$ cat src/design/bbd_pkg.sv
`default_nettype none

package bbd_pkg;

  // result queue depth between the decoder and the output port
  localparam int QUEUE_DEPTH = 2;

  // register reset values
  localparam logic [10:0] ROW_BYTES_RST   = 11'd40;
  localparam logic [3:0]  PLANE_COUNT_RST = 4'd5;
  localparam logic [12:0] IMAGE_ROWS_RST  = 13'd256;

  // register limits
  localparam logic [10:0] ROW_BYTES_MAX   = 11'd1024;
  localparam logic [3:0]  PLANE_COUNT_MAX = 4'd8;
  localparam logic [12:0] IMAGE_ROWS_MAX  = 13'd4096;

  // packbits header codes
  localparam logic [7:0] HDR_NOP   = 8'd128;
  localparam logic [8:0] REP_LIMIT = 9'd257;

  // configuration register indexes
  typedef enum logic [2:0] {
    CFG_ROW_BYTES   = 3'd0,
    CFG_PLANE_COUNT = 3'd1,
    CFG_IMAGE_ROWS  = 3'd2,
    CFG_HAS_MASK    = 3'd3,
    CFG_COMPRESSED  = 3'd4
  } cfg_idx_t;

  // run decoder state
  typedef enum logic [1:0] {
    MODE_HEADER = 2'd0,
    MODE_LIT    = 2'd1,
    MODE_REP    = 2'd2,
    MODE_DROP   = 2'd3
  } mode_t;

  // one configuration write
  typedef struct packed {
    logic        valid;
    logic [2:0]  index;
    logic [12:0] data;
  } cfg_wr_t;

  // one write command
  typedef struct packed {
    logic        image_end;
    logic        overrun;
    logic [9:0]  column;
    logic [11:0] row;
    logic [2:0]  plane;
    logic [7:0]  run_length;
    logic [7:0]  value;
  } cmd_t;

endpackage

`default_nettype wire

$ cat src/design/byterun1_bitplane_decoder.sv
`default_nettype none

// channel  dir   handshake              payload
// in_      in    in_tvalid/in_tready    in_tdata: body byte
// out_     out   out_tvalid/out_tready  out_tdata, out_tuser, out_tlast: write command
// cfg_     in    cfg_valid/cfg_ready    cfg_index, cfg_data: register write
//
// One body byte is taken every cycle while in_tready is high; its write command, if any,
// is visible on out_ the cycle after the byte is accepted when no older command is waiting.
// The decoder feeds a QUEUE_DEPTH-entry command queue; in_tready drops only while
// that queue is full, i.e. after out_tready has been low for a while.
// Synchronous active-low reset clears the run state and positions and loads the
// registers with 40, 5, 256, 0, 1; there is no clearing pass. cfg_ready is always high.

module byterun1_bitplane_decoder #(
  parameter int QUEUE_DEPTH = bbd_pkg::QUEUE_DEPTH
) (
  input  wire logic        clk,
  input  wire logic        rst_n,
  // body byte
  input  wire logic        in_tvalid,
  output logic             in_tready,
  input  wire logic [7:0]  in_tdata,    // [7:0] body_byte
  // write command
  output logic             out_tvalid,
  input  wire logic        out_tready,
  output logic [47:0]      out_tdata,   // [7:0] value, [15:8] run_length, [18:16] plane,
                                        // [30:19] row, [40:31] column, [47:41] zero
  output logic             out_tuser,   // [0] overrun
  output logic             out_tlast,   // image_end
  // register writes
  input  wire logic        cfg_valid,
  output logic             cfg_ready,
  input  wire logic [2:0]  cfg_index,
  input  wire logic [12:0] cfg_data
);
  import bbd_pkg::*;

  cfg_wr_t cfg_wr;
  logic    in_fire;
  logic    cmd_push;
  cmd_t    cmd;
  logic    q_full;
  cmd_t    head;

  assign cfg_ready    = 1'b1;
  assign cfg_wr.valid = cfg_valid;
  assign cfg_wr.index = cfg_index;
  assign cfg_wr.data  = cfg_data;

  assign in_tready = ~q_full;
  assign in_fire   = in_tvalid & in_tready;

  // run decoding and position tracking
  bbd_front u_front (
    .clk      (clk),
    .rst_n    (rst_n),
    .cfg_wr   (cfg_wr),
    .in_fire  (in_fire),
    .in_byte  (in_tdata),
    .cmd_push (cmd_push),
    .cmd      (cmd)
  );

  // command queue toward the output
  bbd_queue #(
    .DEPTH (QUEUE_DEPTH)
  ) u_queue (
    .clk        (clk),
    .rst_n      (rst_n),
    .push       (cmd_push),
    .push_data  (cmd),
    .full       (q_full),
    .head_valid (out_tvalid),
    .pop        (out_tready),
    .head       (head)
  );

  // output packing
  assign out_tdata = {7'd0, head.column, head.row, head.plane, head.run_length, head.value};
  assign out_tuser = head.overrun;
  assign out_tlast = head.image_end;

endmodule

`default_nettype wire

$ cat src/design/bbd_front.sv
`default_nettype none

module bbd_front (
  input  wire logic           clk,
  input  wire logic           rst_n,
  input  wire bbd_pkg::cfg_wr_t cfg_wr,
  input  wire logic           in_fire,
  input  wire logic [7:0]     in_byte,
  output logic                cmd_push,
  output bbd_pkg::cmd_t       cmd
);
  import bbd_pkg::*;

  logic [10:0] row_bytes_r;
  logic [3:0]  plane_count_r;
  logic [12:0] image_rows_r;
  logic        has_mask_r;
  logic        compressed_r;

  mode_t       mode_r, mode_d, mode_nxt;
  logic [7:0]  left_r, left_d, left_nxt, left_dec;
  logic [7:0]  pend_r, pend_d, pend_nxt;
  logic [10:0] col_r, col_nxt;
  logic [3:0]  plane_r, plane_nxt;
  logic [11:0] row_r, row_nxt;
  logic        mask_r, mask_nxt;

  logic [10:0] rb;
  logic [3:0]  pc;
  logic [12:0] rows;
  logic [10:0] col_e;
  logic [3:0]  plane_e;
  logic [11:0] row_e;
  logic        mask_e;
  logic        vis;

  logic        do_place;
  logic        emit;
  logic        ov;
  logic [7:0]  len;
  logic [7:0]  rep_len;
  logic [10:0] rem;
  logic [11:0] col_sum;
  logic        row_end;
  logic [3:0]  plane_inc;
  logic [12:0] row_inc;
  logic        wrap;
  logic        last;

  // configuration registers
  always_ff @(posedge clk) begin
    if (!rst_n) begin
      row_bytes_r   <= ROW_BYTES_RST;
      plane_count_r <= PLANE_COUNT_RST;
      image_rows_r  <= IMAGE_ROWS_RST;
      has_mask_r    <= 1'b0;
      compressed_r  <= 1'b1;
    end else if (cfg_wr.valid) begin
      unique case (cfg_wr.index)
        CFG_ROW_BYTES:   row_bytes_r   <= cfg_wr.data[10:0];
        CFG_PLANE_COUNT: plane_count_r <= cfg_wr.data[3:0];
        CFG_IMAGE_ROWS:  image_rows_r  <= cfg_wr.data;
        CFG_HAS_MASK:    has_mask_r    <= cfg_wr.data[0];
        CFG_COMPRESSED:  compressed_r  <= cfg_wr.data[0];
        default: ;
      endcase
    end
  end

  // clamp registers to their legal range
  always_comb begin
    if (row_bytes_r == 11'd0)               rb = 11'd1;
    else if (row_bytes_r > ROW_BYTES_MAX)   rb = ROW_BYTES_MAX;
    else                                    rb = row_bytes_r;
    if (plane_count_r == 4'd0)              pc = 4'd1;
    else if (plane_count_r > PLANE_COUNT_MAX) pc = PLANE_COUNT_MAX;
    else                                    pc = plane_count_r;
    if (image_rows_r == 13'd0)              rows = 13'd1;
    else if (image_rows_r > IMAGE_ROWS_MAX) rows = IMAGE_ROWS_MAX;
    else                                    rows = image_rows_r;
  end

  // positions folded back into range
  assign col_e   = (col_r >= rb) ? 11'd0 : col_r;
  assign plane_e = (plane_r >= pc) ? 4'd0 : plane_r;
  assign row_e   = ({1'b0, row_r} >= rows) ? 12'd0 : row_r;
  assign mask_e  = mask_r & has_mask_r;
  assign vis     = ~mask_e;

  assign left_dec = (left_r != 8'd0) ? left_r - 8'd1 : 8'd0;
  assign rep_len  = (pend_r == 8'd0) ? 8'd1 : pend_r;
  assign rem      = rb - col_e;

  // classify the byte against the run state
  always_comb begin
    mode_d   = mode_r;
    left_d   = left_r;
    pend_d   = pend_r;
    do_place = 1'b0;
    emit     = 1'b0;
    ov       = 1'b0;
    len      = 8'd1;
    if (!compressed_r) begin
      mode_d   = MODE_HEADER;
      left_d   = 8'd0;
      do_place = 1'b1;
      emit     = vis;
    end else begin
      unique case (mode_r)
        MODE_HEADER: begin
          if (in_byte < HDR_NOP) begin
            left_d = in_byte + 8'd1;
            mode_d = MODE_LIT;
          end else if (in_byte > HDR_NOP) begin
            pend_d = 8'(REP_LIMIT - {1'b0, in_byte});
            mode_d = MODE_REP;
          end
        end
        MODE_LIT: begin
          left_d   = left_dec;
          ov       = ((col_e + 11'd1) >= rb) && (left_dec != 8'd0);
          if (ov)                    mode_d = MODE_DROP;
          else if (left_dec != 8'd0) mode_d = MODE_LIT;
          else                       mode_d = MODE_HEADER;
          do_place = 1'b1;
          emit     = vis;
        end
        MODE_REP: begin
          ov       = {3'd0, rep_len} > rem;
          len      = ov ? rem[7:0] : rep_len;
          mode_d   = MODE_HEADER;
          pend_d   = 8'd0;
          do_place = 1'b1;
          emit     = vis;
        end
        MODE_DROP: begin
          left_d = left_dec;
          if (left_dec == 8'd0) mode_d = MODE_HEADER;
        end
        default: ;
      endcase
    end
  end

  // advance column, plane, mask and row
  assign col_sum   = {1'b0, col_e} + {4'd0, len};
  assign row_end   = col_sum >= {1'b0, rb};
  assign plane_inc = plane_e + 4'd1;
  assign row_inc   = {1'b0, row_e} + 13'd1;

  always_comb begin
    col_nxt   = col_e;
    plane_nxt = plane_e;
    row_nxt   = row_e;
    mask_nxt  = mask_e;
    wrap      = 1'b0;
    if (do_place) begin
      if (!row_end) begin
        col_nxt = col_sum[10:0];
      end else begin
        col_nxt = 11'd0;
        if (mask_e || (plane_inc >= pc && !has_mask_r)) begin
          mask_nxt  = 1'b0;
          plane_nxt = 4'd0;
          if (row_inc >= rows) begin
            row_nxt = 12'd0;
            wrap    = 1'b1;
          end else begin
            row_nxt = row_inc[11:0];
          end
        end else if (plane_inc >= pc) begin
          plane_nxt = 4'd0;
          mask_nxt  = 1'b1;
        end else begin
          plane_nxt = plane_inc;
        end
      end
    end
  end

  // end of image drops whatever run is pending
  assign mode_nxt = wrap ? MODE_HEADER : mode_d;
  assign left_nxt = wrap ? 8'd0 : left_d;
  assign pend_nxt = wrap ? 8'd0 : pend_d;

  assign last = !mask_e && (plane_e == pc - 4'd1) &&
                ({1'b0, row_e} == rows - 13'd1) && row_end;

  // decoder state
  always_ff @(posedge clk) begin
    if (!rst_n) begin
      mode_r  <= MODE_HEADER;
      left_r  <= 8'd0;
      pend_r  <= 8'd0;
      col_r   <= 11'd0;
      plane_r <= 4'd0;
      row_r   <= 12'd0;
      mask_r  <= 1'b0;
    end else if (in_fire) begin
      mode_r  <= mode_nxt;
      left_r  <= left_nxt;
      pend_r  <= pend_nxt;
      col_r   <= col_nxt;
      plane_r <= plane_nxt;
      row_r   <= row_nxt;
      mask_r  <= mask_nxt;
    end
  end

  // write command toward the queue
  assign cmd_push       = in_fire && emit;
  assign cmd.value      = in_byte;
  assign cmd.run_length = len;
  assign cmd.plane      = plane_e[2:0];
  assign cmd.row        = row_e;
  assign cmd.column     = col_e[9:0];
  assign cmd.overrun    = ov;
  assign cmd.image_end  = last;

endmodule

`default_nettype wire

$ cat src/design/bbd_queue.sv
`default_nettype none

module bbd_queue #(
  parameter int DEPTH = bbd_pkg::QUEUE_DEPTH
) (
  input  wire logic          clk,
  input  wire logic          rst_n,
  input  wire logic          push,
  input  wire bbd_pkg::cmd_t push_data,
  output logic               full,
  output logic               head_valid,
  input  wire logic          pop,
  output bbd_pkg::cmd_t      head
);
  import bbd_pkg::*;

  localparam int PW = (DEPTH > 1) ? $clog2(DEPTH) : 1;
  localparam int CW = $clog2(DEPTH + 1);

  cmd_t          mem_r [DEPTH];
  logic [PW-1:0] wr_ptr_r, wr_ptr_nxt;
  logic [PW-1:0] rd_ptr_r, rd_ptr_nxt;
  logic [CW-1:0] count_r, count_nxt;
  logic          do_pop;

  assign full       = count_r == CW'(DEPTH);
  assign head_valid = count_r != '0;
  assign head       = mem_r[rd_ptr_r];
  assign do_pop     = pop && head_valid;

  // pointer and fill count
  always_comb begin
    wr_ptr_nxt = wr_ptr_r;
    rd_ptr_nxt = rd_ptr_r;
    count_nxt  = count_r;
    if (push) begin
      wr_ptr_nxt = (wr_ptr_r == PW'(DEPTH - 1)) ? '0 : wr_ptr_r + 1'b1;
    end
    if (do_pop) begin
      rd_ptr_nxt = (rd_ptr_r == PW'(DEPTH - 1)) ? '0 : rd_ptr_r + 1'b1;
    end
    unique case ({push, do_pop})
      2'b10:   count_nxt = count_r + 1'b1;
      2'b01:   count_nxt = count_r - 1'b1;
      default: count_nxt = count_r;
    endcase
  end

  always_ff @(posedge clk) begin
    if (!rst_n) begin
      wr_ptr_r <= '0;
      rd_ptr_r <= '0;
      count_r  <= '0;
    end else begin
      wr_ptr_r <= wr_ptr_nxt;
      rd_ptr_r <= rd_ptr_nxt;
      count_r  <= count_nxt;
    end
  end

  // entry storage
  always_ff @(posedge clk) begin
    if (push) begin
      mem_r[wr_ptr_r] <= push_data;
    end
  end

endmodule

`default_nettype wire

$ cat config.mk
export PLATFORM = sky130hd
export DESIGN_NAME = byterun1_bitplane_decoder
export DESIGN_NICKNAME = d
export VERILOG_FILES = /design/src/design/bbd_pkg.sv /design/src/design/byterun1_bitplane_decoder.sv /design/src/design/bbd_front.sv /design/src/design/bbd_queue.sv
export SDC_FILE = /design/constraint.sdc
export NUM_CORES = 1
export LEC_CHECK = 0
export ABC_CLOCK_PERIOD_IN_PS = 26700
export BUFFER_PORTS_ARGS = -buffer_cell sky130_fd_sc_hd__buf_2
export CAP_MARGIN = 30
export CORE_ASPECT_RATIO = 1.5
export CORE_MARGIN = 2
export CORE_UTILIZATION = 50
export CTS_CLUSTER_DIAMETER = 80
export DETAILED_ROUTE_END_ITERATION = 12
export PLACE_DENSITY = 0.72
export SLEW_MARGIN = 20
export SYNTH_ARGS = -nofsm -noshare
export SYNTH_HDL_FRONTEND = slang
export SYNTH_SLANG_ARGS = --single-unit
export TNS_END_PERCENT = 20
$ cat constraint.sdc
create_clock -name clk -period 26.7 [get_ports clk]
set_input_delay 2.67 -clock clk [delete_from_list [all_inputs] [get_ports clk]]
set_output_delay 2.67 -clock clk [all_outputs]
set_load 0.01 [all_outputs]
==> summary.md <==
| Metric | Value |
|---|---|
| Outcome | complete, no violations |
| Clock power share | 32.6% |
| RSZ-0062 raised after global routing | false |
| Pins Over Slew Limit | 0 |
| DR WL/cell | 19.5 um |
| Initial antenna violation count | 0 |
| Seq/Total Area, Yosys | a little under two fifths |
| Layout Cells excl Fill | roughly 1500 |
| H-tree levels | 4 |
| DP HPWL | 22200 um |
| Antenna diodes | 0 |
| CTS-repair resized insts | 0 |
| Post-synthesis cell type with the largest combined area | edfxtp_1 |
| Gr ovfl total | 0 |
| Most common cell after layout, fill and taps aside | nand2_1 |
| Reg clk slew, reported paths | ~0.070 ns |
| TNS Setup | 0 ns |
| Port Buf Inserts | 73 |
| Ys async rst share | 0% |
| Cells after Synth | 1203 |
| Total track usage | 25.3% |
| Row count | 66 |
| Share of post-route cells with drive strength above 1 | between 10 and 15% |
| Detailed Route WL | 29800 um |
| First-pass GRT wire length | 47700 um |
| Clock Sinks | 167 |
| Syn Area/Cell | slightly above 9 um^2 |
| Cell mode on critical path | ha_1 |
| Worst Skew | between 0.01 and 0.015 ns |
| IO Pins | 82 |
| Worst slew margin | a little under two fifths |
| Placed Cells | around 1500 |
| Fmax | 0.0916 GHz |
| Pleak | between 4 and 5 nW |
| Ranking of synthesized cells by area | edfxtp_1 (23%), dfxtp_1 (15%), ha_1 (12%) |
| Post-layout min period | 10.91 ns |
| Vias | between 9000 and 10000 |
| Critical path endpoint category | flop |
| Via-per-instance ratio | 6.10 |
| Sw power | 0.236 mW |
| Max Fanout on Critical Path | 16 |
| Worst Path Required | 27.08 ns |
| First-pass iteration count of the detailed router | 7 |
| Kind of critical path | flop to flop |
| Final Cycle Share | 40.9% |
| Post-route cell area | 0.0122 mm^2 |
| Final net count | ~1400 |
| Hold Vio Cnt, Final | 0 |
| Switching share of power | 31.8% |
| Yosys warns | 0 |
| Iter 0 DRT Violations | 1025 |
| Routability cong. | 0.947 |
| Internal power consumption | 0.508 mW |
| Core Util, Final | between 50% and 60% |
| Residual DRC | 0 |
| Most frequent cells in the layout | nand2_1 (144), ha_1 (109), nor2_1 (88), edfxtp_1 (86), dfxtp_1 (80) |
| Core footprint | 0.0218 mm^2 |
| Pin slew with the least headroom to its limit | 0.921 ns |
| Total CTS buffers | 17 |
| Setup bufs post-CTS | 0 |
| CTS Hold Bufs | 0 |
| Max stage delay on crit path | approximately 0.66 ns |
| Die width | 126 um |
| Slowest CP cell | o21ai_0 |
| CTS tree | yes |
| Count of different cell masters after synthesis | 86 |
| Initial Util | 51.0% |
| Startpoint Class | flop |
| Synth top area share | 23.2% |
| Arr. time, crit path | 11.29 ns |
| Max Root-Sink Buffers | 2 |
| Vias in the first global route | 9347 |
| Layout area overhead | 9.62% |
| Root buffer cell | clkbuf_16 |
| Post-synth EDFFs | 86 |
| Hold Crit Class | flop to flop |
| Register bit total from synthesis | 167 |
| Die Span Y | 187 um |
| Post-synth top flop | edfxtp_1 |
| Sequential power share | about 40% |
| Max-cap viol count | 0 |
| Worst-Skew Late Latency | 0.44 ns |
| Overall power | between 0.7 and 0.8 mW |
| Routed Antenna Nets | 0 |
| Gate power share | 27.2% |
| Cell Pwr Density | 61.0 mW/mm^2 |
| Placement Cell Area | 0.0116 mm^2 |
| Die Area | about 0.023 mm^2 |
| Pin count of the biggest net entering global routing | between 40 and 50 |
| Syn Std Cell Area | 0.0111 mm^2 |
| Max IR drop VDD | 0.0000433 V |
| Final setup viols | 0 |
-- state kept, by name, summed over array words and instances, names as in the netlist, named ones only --
signal                 count
u_queue.count_r            2
u_front.image_rows_r      13
u_front.compressed_r       1
u_queue.mem_r             86
u_front.mask_r             1
u_front.plane_r            4
u_front.plane_count_r      4
u_front.pend_r             8
u_queue.wr_ptr_r           1
u_front.mode_r             2
u_front.left_r             8
u_front.has_mask_r         1
u_front.col_r             11
u_front.row_r             12
u_queue.rd_ptr_r           1
u_front.row_bytes_r       11
-- cell usage after synthesis, types with 4 or more instances --
library cell and number:
a21oi_1 72, nand3_1 46, o31ai_1 7, buf_4 10
xor2_1 23, mux2i_1 10, and3_1 7, nor3_1 28
o211ai_1 4, nor3b_1 8, a31oi_1 7, a22o_1 19
nor2b_1 12, o22ai_1 5, nand3b_1 6, nand2_1 144
inv_1 49, mux2_2 45, a21o_1 11, a211oi_1 10
nor2_1 89, o21ai_0 36, clkbuf_1 47, o21a_1 8
or2_2 5, nor4_1 13, nand2b_1 11, a22oi_1 12
edfxtp_1 86, and2_1 19, nand4_1 25, or3_1 5
dfxtp_1 81, buf_1 7, o21bai_1 5, a31o_2 4
xnor2_1 39, ha_1 109, o2bb2ai_1 5
-- power groups by stage --
| stage | Combinational, mW | Sequential (mW) | Clock, mW |
|---|---|---|---|
| CTS | 0.203 | 0.299 | 0.245 |
| global placement | 0.199 | 0.304 | 0 |
| global route | 0.224 | 0.301 | 0.255 |
| finish | 0.202 | 0.299 | 0.243 |
| floorplan | 0.148 | 0.300 | 0 |
| detailed placement | 0.201 | 0.305 | 0 |
-- through the flow --
stage | hold slack, ns | worst slack (ns)
2_1_floorplan | 0.442 | 18.00
3_3_place_gp | 0.459 | 16.45
3_5_place_dp | 0.470 | 15.96
4_1_cts | 0.477 | 15.92
5_1_grt | 0.507 | 14.86
6_report | 0.471 | 15.79
-- layer usage --
metal,share of wire (%),GRT usage [%],vias up
met1,39,27.8,4444
met4,5.5,14.3,0
met3,3.8,3.67,100
met5,0,0,-
met2,52,46.2,298
li1,-,-,4472
-- critical path, delay by kind of cell (launching register included) --
kind,cells,cell delay (ns)
AO/OA/AOI/OAI,17,4.19
AND/OR/NAND/NOR,14,3.89
adder cells (fa/ha/maj),7,2.16
flip-flops,1,0.33
XOR/XNOR,1,0.20
buffers and inverters,1,0.06
-- path summary, 6_finish.rpt --
kind / startpoint / endpoint / slack [ns] / depth (start not counted)
worst min-delay path: u_front.row_bytes_r[9]$_SDFFE_PN0P_ / u_front.row_bytes_r[9]$_SDFFE_PN0P_ / 0.47 / 2
worst max register to register: u_front.row_bytes_r[6]$_SDFFE_PN0P_ / u_front.pend_r[4]$_SDFFE_PN0P_ / 15.79 / 40
worst max-delay path: u_front.row_bytes_r[6]$_SDFFE_PN0P_ / u_front.pend_r[4]$_SDFFE_PN0P_ / 15.79 / 40
worst min register to register: u_front.row_bytes_r[9]$_SDFFE_PN0P_ / u_front.row_bytes_r[9]$_SDFFE_PN0P_ / 0.47 / 2
-- layout make-up --
type | count | area (um^2)
Tap cell | 272 | 340
Inverter | 51 | 191
Fill cell | 1982 | 9610
Sequential cell | 167 | 4210
Clock inverter | 9 | 93.8
Timing Repair Buffer | 81 | 425
Multi-Input combinational cell | 923 | 6450
Clock buffer | 23 | 482
-- logic make-up after synthesis --
family,share of synthesized area (%)
flops,37.8
mux,5.46
xor+xnor,4.88
fa+ha+maj,12.6
other cells,0.0675
compound gates,15.4
buf+inv,4.46
simple gates,19.3
(Power assumes the default switching activity.)
